## config.mk

```make
export PLATFORM = sky130hd
export DESIGN_NAME = sensor_reading_qualifier
export DESIGN_NICKNAME = d
export VERILOG_FILES = /design/src/hw/rtl/srq_pkg.sv /design/src/hw/rtl/srq_cfg.sv /design/src/hw/rtl/srq_core.sv /design/src/hw/rtl/sensor_reading_qualifier.sv
export SDC_FILE = /design/constraint.sdc
export NUM_CORES = 1
export LEC_CHECK = 0
export BUFFER_PORTS_ARGS = -buffer_cell sky130_fd_sc_hd__buf_2
export CAP_MARGIN = 15
export CELL_PAD_IN_SITES_DETAIL_PLACEMENT = 0
export CELL_PAD_IN_SITES_GLOBAL_PLACEMENT = 1
export CORE_ASPECT_RATIO = 1.4
export CORE_MARGIN = 2
export CORE_UTILIZATION = 46
export DETAILED_ROUTE_END_ITERATION = 6
export GPL_ROUTABILITY_DRIVEN = 0
export HOLD_SLACK_MARGIN = 0.15
export PLACE_DENSITY = 0.87
export SETUP_SLACK_MARGIN = 0.02
export SLEW_MARGIN = 20
export SYNTH_ARGS = -nofsm -noshare
export SYNTH_HDL_FRONTEND = slang
export SYNTH_SLANG_ARGS = --single-unit
```

## constraint.sdc

```tcl
create_clock -name clk -period 7.7 [get_ports clk]
set_input_delay 1.155 -clock clk [delete_from_list [all_inputs] [get_ports clk]]
set_output_delay 1.155 -clock clk [all_outputs]
set_load 0.01 [all_outputs]
```

## src/hw/rtl/srq_pkg.sv

```systemverilog
// srq_pkg: types and constants shared by the sensor reading qualifier
// holds the request and result structs, the register struct and register indexes
// no dependencies
`default_nettype none

package srq_pkg;

  // register indexes on the configuration port
  localparam int unsigned CFG_INDEX_BITS = 2;
  localparam int unsigned CFG_DATA_BITS  = 32;

  localparam logic [CFG_INDEX_BITS-1:0] CFG_SPIKE_TEMP  = 2'd0;
  localparam logic [CFG_INDEX_BITS-1:0] CFG_SPIKE_HUMID = 2'd1;
  localparam logic [CFG_INDEX_BITS-1:0] CFG_FAIL_LIMIT  = 2'd2;
  localparam logic [CFG_INDEX_BITS-1:0] CFG_HEALTH_TMO  = 2'd3;

  // register reset values
  localparam logic [10:0] SPIKE_TEMP_RESET  = 11'd50;
  localparam logic [10:0] SPIKE_HUMID_RESET = 11'd100;
  localparam logic [7:0]  FAIL_LIMIT_RESET  = 8'd10;
  localparam logic [31:0] HEALTH_TMO_RESET  = 32'd30000;

  // valid window, tenths of a degree and tenths of a percent
  localparam logic signed [11:0] TEMP_MIN  = -12'sd400;
  localparam logic signed [11:0] TEMP_MAX  = 12'sd800;
  localparam logic signed [11:0] HUMID_MIN = 12'sd0;
  localparam logic signed [11:0] HUMID_MAX = 12'sd1000;

  typedef struct packed {
    logic signed [11:0] temp_tenths;
    logic signed [11:0] humid_tenths;
    logic               sample_missing;
    logic [15:0]        read_ms;
    logic [31:0]        now_ms;
  } srq_in_t;

  typedef struct packed {
    logic [31:0] sample_number;
    logic        accepted;
    logic        spike;
    logic        online;
    logic        healthy;
    logic [15:0] avg_read;
    logic [31:0] fail_total;
  } srq_out_t;

  typedef struct packed {
    logic [10:0] spike_temp_limit;
    logic [10:0] spike_humid_limit;
    logic [7:0]  fail_limit;
    logic [31:0] health_timeout;
  } srq_cfg_t;

endpackage

`default_nettype wire

```

## src/hw/rtl/srq_cfg.sv

```systemverilog
// srq_cfg: configuration register set of the sensor reading qualifier
// write-only registers, masked to their widths; depends on srq_pkg
`default_nettype none

module srq_cfg (
  input  wire logic                                clk,
  input  wire logic                                rst,
  input  wire logic                                cfg_we,
  input  wire logic [srq_pkg::CFG_INDEX_BITS-1:0]  cfg_index,
  input  wire logic [srq_pkg::CFG_DATA_BITS-1:0]   cfg_data,
  output srq_pkg::srq_cfg_t                        cfg
);
  import srq_pkg::*;

  srq_cfg_t regs;

  // register writes by index
  always_ff @(posedge clk) begin
    if (rst) begin
      regs.spike_temp_limit  <= SPIKE_TEMP_RESET;
      regs.spike_humid_limit <= SPIKE_HUMID_RESET;
      regs.fail_limit        <= FAIL_LIMIT_RESET;
      regs.health_timeout    <= HEALTH_TMO_RESET;
    end else if (cfg_we) begin
      case (cfg_index)
        CFG_SPIKE_TEMP:  regs.spike_temp_limit  <= cfg_data[10:0];
        CFG_SPIKE_HUMID: regs.spike_humid_limit <= cfg_data[10:0];
        CFG_FAIL_LIMIT:  regs.fail_limit        <= cfg_data[7:0];
        CFG_HEALTH_TMO:  regs.health_timeout    <= cfg_data[31:0];
        default: ;
      endcase
    end
  end

  assign cfg = regs;

endmodule

`default_nettype wire

```

## src/hw/rtl/srq_core.sv

```systemverilog
// srq_core: qualification logic, health bookkeeping and the result register
// one request is evaluated per fire strobe; depends on srq_pkg
`default_nettype none

module srq_core #(
  parameter int unsigned COUNT_BITS = 32
) (
  input  wire logic              clk,
  input  wire logic              rst,
  input  wire logic              fire,
  input  wire srq_pkg::srq_in_t  item,
  input  wire srq_pkg::srq_cfg_t cfg,
  input  wire logic              out_stall,
  output logic                   out_valid,
  output srq_pkg::srq_out_t      out_data
);
  import srq_pkg::*;

  // bookkeeping state
  logic [31:0]            next_number;
  logic signed [11:0]     prev_temp;
  logic signed [11:0]     prev_humid;
  logic                   prev_present;
  logic [COUNT_BITS-1:0]  sample_total;
  logic [COUNT_BITS-1:0]  fail_count;
  logic [31:0]            last_good_time;
  logic [15:0]            read_average;
  logic                   online_flag;

  logic [COUNT_BITS-1:0]  sample_total_next;
  logic [COUNT_BITS-1:0]  fail_count_next;
  logic [31:0]            last_good_time_next;
  logic [15:0]            read_average_next;
  logic                   online_flag_next;

  logic                   ok;
  logic                   spike;
  logic                   healthy;
  logic signed [12:0]     temp_diff;
  logic signed [12:0]     humid_diff;
  logic [12:0]            temp_abs;
  logic [12:0]            humid_abs;
  logic [16:0]            avg_sum;
  logic [31:0]            since_good;
  srq_out_t               result;

  // range check
  always_comb begin
    ok = !item.sample_missing
         && ($signed(item.temp_tenths) >= TEMP_MIN)
         && ($signed(item.temp_tenths) <= TEMP_MAX)
         && ($signed(item.humid_tenths) >= HUMID_MIN)
         && ($signed(item.humid_tenths) <= HUMID_MAX);
  end

  // spike check against the last accepted sample
  always_comb begin
    temp_diff  = 13'($signed(item.temp_tenths)) - 13'(prev_temp);
    humid_diff = 13'($signed(item.humid_tenths)) - 13'(prev_humid);
    temp_abs   = temp_diff[12] ? 13'(-temp_diff) : 13'(temp_diff);
    humid_abs  = humid_diff[12] ? 13'(-humid_diff) : 13'(humid_diff);
    spike = ok && prev_present
            && ((temp_abs > {2'b00, cfg.spike_temp_limit})
                || (humid_abs > {2'b00, cfg.spike_humid_limit}));
  end

  // counters, average and online flag after this sample
  always_comb begin
    sample_total_next = (&sample_total) ? sample_total : sample_total + 1'b1;
    fail_count_next   = fail_count;
    last_good_time_next = last_good_time;
    read_average_next = read_average;
    online_flag_next  = online_flag;
    avg_sum = {1'b0, read_average} + {1'b0, item.read_ms};
    if (ok) begin
      last_good_time_next = item.now_ms;
      read_average_next   = avg_sum[16:1];
      online_flag_next    = 1'b1;
    end else begin
      fail_count_next = (&fail_count) ? fail_count : fail_count + 1'b1;
      if (fail_count_next > COUNT_BITS'(cfg.fail_limit)) begin
        online_flag_next = 1'b0;
      end
    end
  end

  // health verdict
  always_comb begin
    since_good = item.now_ms - last_good_time_next;
    healthy = online_flag_next
              && (since_good < cfg.health_timeout)
              && ({fail_count_next, 1'b0} < {1'b0, sample_total_next});
  end

  // result assembly
  always_comb begin
    result.sample_number = next_number;
    result.accepted      = ok;
    result.spike         = spike;
    result.online        = online_flag_next;
    result.healthy       = healthy;
    result.avg_read      = read_average_next;
    result.fail_total    = 32'(fail_count_next);
  end

  // state update
  always_ff @(posedge clk) begin
    if (rst) begin
      next_number    <= 32'd1;
      prev_temp      <= '0;
      prev_humid     <= '0;
      prev_present   <= 1'b0;
      sample_total   <= '0;
      fail_count     <= '0;
      last_good_time <= '0;
      read_average   <= '0;
      online_flag    <= 1'b0;
    end else if (fire) begin
      next_number    <= next_number + 32'd1;
      sample_total   <= sample_total_next;
      fail_count     <= fail_count_next;
      last_good_time <= last_good_time_next;
      read_average   <= read_average_next;
      online_flag    <= online_flag_next;
      if (ok) begin
        prev_temp    <= item.temp_tenths;
        prev_humid   <= item.humid_tenths;
        prev_present <= 1'b1;
      end
    end
  end

  // result register
  always_ff @(posedge clk) begin
    if (rst) begin
      out_valid <= 1'b0;
    end else if (fire) begin
      out_valid <= 1'b1;
    end else if (!out_stall) begin
      out_valid <= 1'b0;
    end
  end

  always_ff @(posedge clk) begin
    if (fire) begin
      out_data <= result;
    end
  end

endmodule

`default_nettype wire

```

## src/hw/rtl/sensor_reading_qualifier.sv

```systemverilog
// sensor_reading_qualifier: top level with the input register and request handshake
// instantiates srq_cfg and srq_core; depends on srq_pkg
`default_nettype none

// Qualifies one temperature/humidity sample per request: numbers it, checks it
// against -40..80 C and 0..100 %, flags spikes against the last good sample and
// keeps failure counts, a halving read-time average, the online flag and a health
// verdict. One sample is taken every clock cycle unless the result register is
// stalled. A request is caught by the input register and its result is loaded
// into the result register when that register can load, with the single
// evaluation stage in between. Samples are strictly serialised through the
// bookkeeping state, which is updated as each sample leaves the input register.
// Configuration is to be written through cfg_we/cfg_index/cfg_data only while no
// sample is in flight; the block itself does not enforce this.
module sensor_reading_qualifier #(
  parameter int unsigned COUNT_BITS = 32
) (
  input  wire logic                                clk,
  input  wire logic                                rst,
  input  wire logic                                in_valid,
  output logic                                     in_stall,
  input  wire srq_pkg::srq_in_t                    in_data,
  output logic                                     out_valid,
  input  wire logic                                out_stall,
  output srq_pkg::srq_out_t                        out_data,
  input  wire logic                                cfg_we,
  input  wire logic [srq_pkg::CFG_INDEX_BITS-1:0]  cfg_index,
  input  wire logic [srq_pkg::CFG_DATA_BITS-1:0]   cfg_data
);
  import srq_pkg::*;

  srq_cfg_t cfg;
  srq_in_t  in_reg;
  logic     in_reg_valid;
  logic     advance;
  logic     fire;
  logic     take;

  // handshake: the input register drains whenever the result register can load
  assign advance  = !out_valid || !out_stall;
  assign fire     = in_reg_valid && advance;
  assign in_stall = in_reg_valid && !advance;
  assign take     = in_valid && !in_stall;

  // input register
  always_ff @(posedge clk) begin
    if (rst) begin
      in_reg_valid <= 1'b0;
    end else if (take) begin
      in_reg_valid <= 1'b1;
    end else if (fire) begin
      in_reg_valid <= 1'b0;
    end
  end

  always_ff @(posedge clk) begin
    if (take) begin
      in_reg <= in_data;
    end
  end

  srq_cfg u_cfg (
    .clk       (clk),
    .rst       (rst),
    .cfg_we    (cfg_we),
    .cfg_index (cfg_index),
    .cfg_data  (cfg_data),
    .cfg       (cfg)
  );

  srq_core #(
    .COUNT_BITS (COUNT_BITS)
  ) u_core (
    .clk       (clk),
    .rst       (rst),
    .fire      (fire),
    .item      (in_reg),
    .cfg       (cfg),
    .out_stall (out_stall),
    .out_valid (out_valid),
    .out_data  (out_data)
  );

endmodule

`default_nettype wire
```

==> reports/results.env, run 1 <==
SYNTH.TOP_CELL.AREA_SHARE_PCT=21.7
CLK_PIN_SLEW_PS=60
IO_PINS=198
SYNTH.AREA.TOP_CELLS='edfxtp_1 22%, dfxtp_1 22%, ha_1 9.6%'
DETAIL_ROUTE.DRC_VIOLATIONS=0
SETUP-VIOLATIONS-FINAL=0
YOSYSWARNINGS=0
TIMING.SLEW.HEADROOM_PCT=21.2
LARGEST_REGISTER_FFS=84
VDD_DROP_MAX_mV=0.192
CTS.REPAIR_TIMING.SETUP_BUFFER_COUNT=0
STATUS='completed'
SYNTH.LIB_CELLS_USED.DISTINCT=90
GRT_START_MAX_NET_PINS=106
POSTSYNTHCELLCOUNT=2389
NUMBER_OF_HOLD_SLACK_VIOLATIONS_IN_THE_FINAL_TIMING_REPORT=0
FINAL_LAYOUT_SIZE_SUFFIX_GT1_SHARE_PCT=12.3
WIRELENGTH_MM=51.3
WORST_HOLD_PATH_TYPE='reg2reg'
TIMING.FINAL.CRIT_PERIOD_PS=6360
YOSYSTOPAREACELL='edfxtp_1'
CRITICAL_PATH.MAX_FANOUT=24
PRE_CTS_SLACK_PS=1450
LARGEST_BUFFER_COUNT_ON_ANY_CLOCK_PATH=3
VIA_PER_INST=5.36
LAYOUT.CELLS.MOST_COMMON='nand2_1'
FIRST_PASS_ITERS=5
DIE_HEIGHT_UM=261
FINAL-MAX-SLEW-VIOLATION-COUNT=0
FINAL_HOLD_SLACK_PS=453
P_PER_AREA_nW_PER_UM2=197
FINAL_MIN_PERIOD_OVER_CLOCK_PERIOD_PCT=82.6
CLK-INSERTION-DELAY-LATE_PS=550
PATH_CLASS='reg2reg'
FINALNETCOUNT=2823
OVERALL_TRACK_DEMAND_OVER_CAPACITY_IN_GLOBAL_ROUTING_PCT=20.6
LEAKAGEPOWER_nW=9.45
SYNTH_NETS=2672
PLACEMENTROWS=94
CTS_RESIZED=0
POSTSYNTH.TOPFLOPCELL='dfxtp_1'
GRT_PASS1_WL_MM=83.0
STARTING_UTILIZATION_OF_THE_CORE_AREA_PCT=46.5
SEQUENTIAL_CELL_AREA_FRACTION_IN_THE_YOSYS_REPORT_PCT=43.2
FINAL_CELL_MIX='394 x nand2_1, 234 x dfxtp_1, 200 x a21oi_1'
TIMING.FINAL.WS_SETUP_PS=1340
CRITPATHREQUIREDTIME_PS=8080
CRITICAL_PATH.SLOWEST_CELL='inv_2'
TIMING.CRITICAL_PATH.FROM_TYPE='flop'
NUMBER_OF_CLOCK_BUFFERS_INSERTED_BY_TRITONCTS=40
TIMING.CRITICAL_PATH.ARRIVAL_PS=6740
HOLDBUFCOUNTCTS=0
MULTI_INPUT_COMB_AREA_SQ_UM=11500
FILLERINSTANCES=4422
CRIT_CHAIN='or3_1 -> a21oi_1 -> o21ai_0 -> or2_2 -> inv_2 -> mux2i_1 -> ha_1 -> nor2b_1 -> o21ai_0 -> a21oi_1 -> o2111ai_1 -> a221oi_1 -> o2111ai_1 -> and2_1 -> o21ai_1 -> a2111oi_0 -> nand3b_1 -> ha_1 -> nor2b_1 -> o21ai_0 -> nand2b_1 -> a211oi_1 -> a21oi_1 -> nor4_2'
DETAIL_ROUTE.ITER0.VIOLATIONS=788
MAXCLOCKFREQUENCY_MHz=157
RSZ0062_AT_GRT='no'
NUMBER_OF_LEVELS_THE_H_TREE_WAS_SPLIT_INTO=2
SYNTHESIS.AREA_SQ_UM=21800
ANT_NETS=0
DP_CELLS=3122
FIRST_GLOBAL_VIAS=16985
REMAINING_GLOBAL_ROUTE_OVERFLOW=0
SYNTH_ASYNC_RESET_RATIO_PCT=0
MAX_CAP_VIOL_COUNT=0
CHIPWIDTH_UM=188
ROOT_CELL_OF_THE_CLOCK_TREE='clkbuf_16'
DESIGN.DIE.AREA_SQ_UM=49100
SYNTH.FF_LATCH_COUNT=391
WORST_CLOCK_SKEW_PS=27.7
PLACE.DETAILED.HPWL_MM=37.4
CTS_TREE='yes'
SETUP_TNS_PS=0
SYNTH.AVG_CELL_AREA_SQ_UM=9.11
PORTBUFFERS=197
TIGHTESTPINTRANSITION_PS=1180
POST_LAYOUT_NONFILLER_INSTANCES=3195
SYNTH-EDFF-COUNT=157
CPPEAKSTAGEDELAY_PS=500
PLACEABLECOREAREA_SQ_UM=46800
CP_NUM_BUF_INV=1
WL_PER_CELL_UM=16.1
ANTENNA_FOUND_INITIAL=4
CLOCK-SINKS=391
SEQUENTIAL_CELL_AREA_SQ_UM=9400
WORST_SETUP_PATH_END_KIND='flop'
VIAS=17126
CRIT_FAMILY='compound AO/OA/AOI/OAI gates'
AREA_DELTA_SYNTH_FINAL_PCT=13.0
==> routing by layer <==
layer / wire length, um / global-route usage [%] / share of wire [%]
met1: 20900 / 23.0 / 41
met2: 26400 / 39.5 / 51
met3: 2160 / 2.93 / 4.2
met4: 1810 / 7.79 / 3.5
met5: 30 / 0 / 0.058
==> path summary, 6_finish.rpt <==
check / endpoint / slack [ps] / cells after the start / start
max: u_core.out_data[48] / 1340 / 24 / in_reg[50]
min: u_core.last_good_time[13] / 450 / 2 / u_core.last_good_time[13]
max reg2reg: u_core.out_data[48] / 1340 / 24 / in_reg[50]
min reg2reg: u_core.last_good_time[13] / 450 / 2 / u_core.last_good_time[13]
==> Yosys cell counts, types with 5 or more instances <==
| master | instances |
|---|---|
| a2111oi_0 | 6 |
| a211o_1 | 15 |
| a211oi_1 | 12 |
| a21o_1 | 33 |
| a21oi_1 | 200 |
| a31oi_1 | 9 |
| and2_1 | 13 |
| and3_1 | 31 |
| and4_1 | 10 |
| buf_1 | 8 |
| buf_2 | 18 |
| buf_4 | 5 |
| clkbuf_1 | 68 |
| dfxtp_1 | 234 |
| edfxtp_1 | 157 |
| ha_1 | 167 |
| inv_1 | 128 |
| mux2i_1 | 35 |
| nand2_1 | 395 |
| nand2b_1 | 15 |
| nand3_1 | 55 |
| nand3b_1 | 7 |
| nand4_1 | 39 |
| nor2_1 | 196 |
| nor2b_1 | 21 |
| nor3_1 | 44 |
| nor4_1 | 8 |
| o2111ai_1 | 6 |
| o21a_1 | 18 |
| o21ai_0 | 64 |
| o21bai_1 | 8 |
| o31ai_1 | 7 |
| or2_2 | 9 |
| or3_1 | 20 |
| xnor2_1 | 131 |
| xor2_1 | 104 |
==> worst register-to-register path, stage by stage, from the launching register on <==
cell	delay [ps]
edfxtp_1	460
or3_1	390
a21oi_1	210
o21ai_0	130
or2_2	330
inv_2	500
mux2i_1	410
ha_1	300
nor2b_1	130
o21ai_0	230
a21oi_1	150
o2111ai_1	310
a221oi_1	170
o2111ai_1	310
and2_1	240
o21ai_1	130
a2111oi_0	470
nand3b_1	190
ha_1	250
nor2b_1	130
o21ai_0	140
nand2b_1	90
a211oi_1	240
a21oi_1	120
nor4_2	150
==> per-stage QoR <==
stage          utilization, %  total power, W  area, sq um
2_1_floorplan               -         0.00268        21800
3_3_place_gp             49.6         0.00284        23200
3_5_place_dp             49.6         0.00286        23200
4_1_cts                  52.5         0.00488        24600
5_1_grt                  52.5         0.00503        24600
6_report                 52.5         0.00483        24600
==> area by class of cell <==
| class | count | share of cell area (%) |
|---|---|---|
| well taps | 624 | 3.17 |
| flip-flops and latches | 391 | 38.2 |
| repair buffers | 208 | 4.37 |
| clock inverters | 17 | 0.890 |
| clock buffers | 55 | 4.68 |
| diodes | 1 | 0.0102 |
| multi-input cells | 1769 | 46.7 |
| inverters | 130 | 1.99 |
==> power breakdown <==
part	leakage [nW]	internal, W	switching (W)
Combinational	5.41	0.000233	0.000328
Clock	0.661	0.00119	0.000828
Sequential	3.37	0.00222	0.0000355
Total	9.45	0.00364	0.00119
==> kinds of logic (layout without fill, tap and decap cells) <==
kind of cell / Yosys count / count (layout) / synth area share [%]
other cells: 0 / 1 / 0
buf+inv: 229 / 410 / 4.14
xor+xnor: 236 / 236 / 9.53
simple gates: 895 / 895 / 19.1
flops: 391 / 391 / 43.2
fa+ha+maj: 171 / 171 / 9.97
mux: 39 / 39 / 1.82
compound gates: 428 / 428 / 12.2
Power figures use the tool's default switching activity.
==> inputs of run 2 (changes only) <==
==> constraint.sdc (replaced) <==
create_clock -name clk -period 6.1 [get_ports clk]
set_input_delay 0.915 -clock clk [delete_from_list [all_inputs] [get_ports clk]]
set_output_delay 0.915 -clock clk [all_outputs]
set_load 0.01 [all_outputs]
==> run 2 against run 1 <==
Effect of this change: final cell count is 0.38% higher; combinational power grew 27%; highest routed layer unchanged; non-clock buffer count increased by 10; clock-buffer cell count grew 2.
==> reports/results.env, run 2 (synthesized netlist as in run 1, its figures left out) <==
IO_PINS=198
CLOCK-SINKS=391
VIA_PER_INST=5.40
RSZ0062_AT_GRT='no'
DESIGN.DIE.AREA_SQ_UM=49100
ROOT_CELL_OF_THE_CLOCK_TREE='clkbuf_16'
LARGEST_REGISTER_FFS=84
FINAL_MIN_PERIOD_OVER_CLOCK_PERIOD_PCT=95.7
POWER.NET_SWITCHING_W=0.00151
TIMING.FINAL.CRIT_PERIOD_PS=5840
NUMBER_OF_CLOCK_BUFFERS_INSERTED_BY_TRITONCTS=40
OVERALL_TRACK_DEMAND_OVER_CAPACITY_IN_GLOBAL_ROUTING_PCT=20.7
GRT_START_MAX_NET_PINS=106
MAX_CAP_VIOL_COUNT=0
P_SW_SHARE_PCT=24.6
CLOCK_POWER_SHARE_PCT=41.9
WORST_HOLD_PATH_TYPE='reg2reg'
VIAS=17308
AREA_DELTA_SYNTH_FINAL_PCT=13.7
PORTBUFFERS=197
POWER.SHARE.SEQUENTIAL_PCT=46.4
VDD_DROP_MAX_mV=0.210
FILLERINSTANCES=4384
GRT_PASS1_WL_MM=83.2
SETUP_TNS_PS=0
CTS_TREE='yes'
WORST_SETUP_PATH_END_KIND='flop'
STARTING_UTILIZATION_OF_THE_CORE_AREA_PCT=46.5
NUMBER_OF_HOLD_SLACK_VIOLATIONS_IN_THE_FINAL_TIMING_REPORT=0
TIMING.FINAL.WS_SETUP_PS=260
POWER_FRAC_COMB_PCT=11.6
DPL_CELL_AREA_SQ_UM=23300
MAXCLOCKFREQUENCY_MHz=171
WORST_CLOCK_SKEW_PS=21.7
PLACEMENTROWS=94
CRITPATHREQUIREDTIME_PS=6490
LAYOUT.CELLS.MOST_COMMON='nand2_1'
P_PER_AREA_nW_PER_UM2=248
PLACEABLECOREAREA_SQ_UM=46800
ANTENNA_FOUND_INITIAL=4
PLACE.DETAILED.HPWL_MM=38.0
REMAINING_GLOBAL_ROUTE_OVERFLOW=0
DIE_HEIGHT_UM=261
CRITICAL_PATH.MAX_FANOUT=10
FIRST_GLOBAL_VIAS=17113
HOLDBUFCOUNTCTS=0
DETAIL_ROUTE.ITER0.VIOLATIONS=856
TIMING.SLEW.HEADROOM_PCT=29.4
PATH_CLASS='reg2reg'
CELLINTERNALPOWER_W=0.00462
PRE_CTS_SLACK_PS=198
ANT_NETS=0
TIGHTESTPINTRANSITION_PS=1060
FINAL_CELL_MIX='394 x nand2_1, 234 x dfxtp_1, 200 x a21oi_1'
CLK-INSERTION-DELAY-LATE_PS=560
CLK_PIN_SLEW_PS=60
SETUP-VIOLATIONS-FINAL=0
TIMING.CRITICAL_PATH.ARRIVAL_PS=6230
FINALNETCOUNT=2833
LARGEST_BUFFER_COUNT_ON_ANY_CLOCK_PATH=3
DETAIL_ROUTE.DRC_VIOLATIONS=0
FINAL_LAYOUT_SIZE_SUFFIX_GT1_SHARE_PCT=13.0
FINAL-MAX-SLEW-VIOLATION-COUNT=0
WIRELENGTH_MM=51.9
FIRST_PASS_ITERS=5
STATUS='completed'
LEAKAGEPOWER_nW=9.52
CHIPWIDTH_UM=188
NUMBER_OF_LEVELS_THE_H_TREE_WAS_SPLIT_INTO=2
WL_PER_CELL_UM=16.2
TIMING.CRITICAL_PATH.FROM_TYPE='flop'
FINAL_CELL_AREA_SQ_UM=24700
[run 2: metrics by stage]
step	cells	util, %	hold slack, ps	total power [W]
finish	3207	52.8	451	0.00612
global route	3207	52.8	469	0.00638
CTS	3203	52.6	454	0.00617
detailed placement	3129	49.7	446	0.00361
global placement	3129	49.7	437	0.00358
floorplan	2389	-	428	0.00339
[run 2: power by group through the flow]
stage               combinational (W)  clock, W  sequential (W)
floorplan                    0.000483         0         0.00291
global placement             0.000684         0         0.00290
detailed placement           0.000704         0         0.00290
CTS                          0.000708   0.00262         0.00284
global route                 0.000804   0.00272         0.00285
finish                       0.000712   0.00257         0.00284
[run 2: critical path, stage by stage, from the launching register on]
cell       delay (ps)
edfxtp_1          440
nor4_1            280
a21oi_1           120
o32a_1            290
or2_2             390
inv_6             160
mux2i_2           270
ha_1              310
a21o_1            220
or3_1             330
o2111ai_1         300
a221oi_1          190
o2111ai_2         260
and2_1            230
o21ai_1           130
a2111oi_1         400
nand3b_1          200
ha_1              260
nor2b_1           130
o21ai_0           160
nand2b_1           70
a211oi_1          250
a21oi_1           130
nor4_2            130
[run 2: final cells by class]
| class | count | area (sq um) | area share [%] |
|---|---|---|---|
| multi-input cells | 1769 | 11500 | 46.5 |
| flip-flops and latches | 391 | 9400 | 38.0 |
| repair buffers | 218 | 1170 | 4.73 |
| clock buffers | 57 | 1140 | 4.59 |
| well taps | 624 | 781 | 3.16 |
| inverters | 130 | 495 | 2.00 |
| clock inverters | 17 | 235 | 0.951 |
| diodes | 1 | 2.50 | 0.0101 |
[run 2: worst paths after layout]
path | from | to | slack [ps] | depth (start not counted)
max | in_reg[65] | u_core.out_data[48] | 260 | 23
min | u_core.prev_humid[11] | u_core.prev_humid[11] | 450 | 2
max reg2reg | in_reg[65] | u_core.out_data[48] | 260 | 23
min reg2reg | u_core.prev_humid[11] | u_core.prev_humid[11] | 450 | 2
[run 2: repair_timing]
item                                    CTS  global route
setup buffers                             0             2
gates resized for setup                   0            15
endpoints found under the setup margin    0             1
[run 2: per-layer routing]
layer | vias to the layer above | GRT usage (%) | share of wire (%)
met5 | - | 0 | 0.050
met4 | 4 | 9.21 | 4.0
met3 | 115 | 2.76 | 3.8
met2 | 374 | 39.1 | 51
met1 | 8212 | 23.1 | 41
li1 | 8603 | - | -
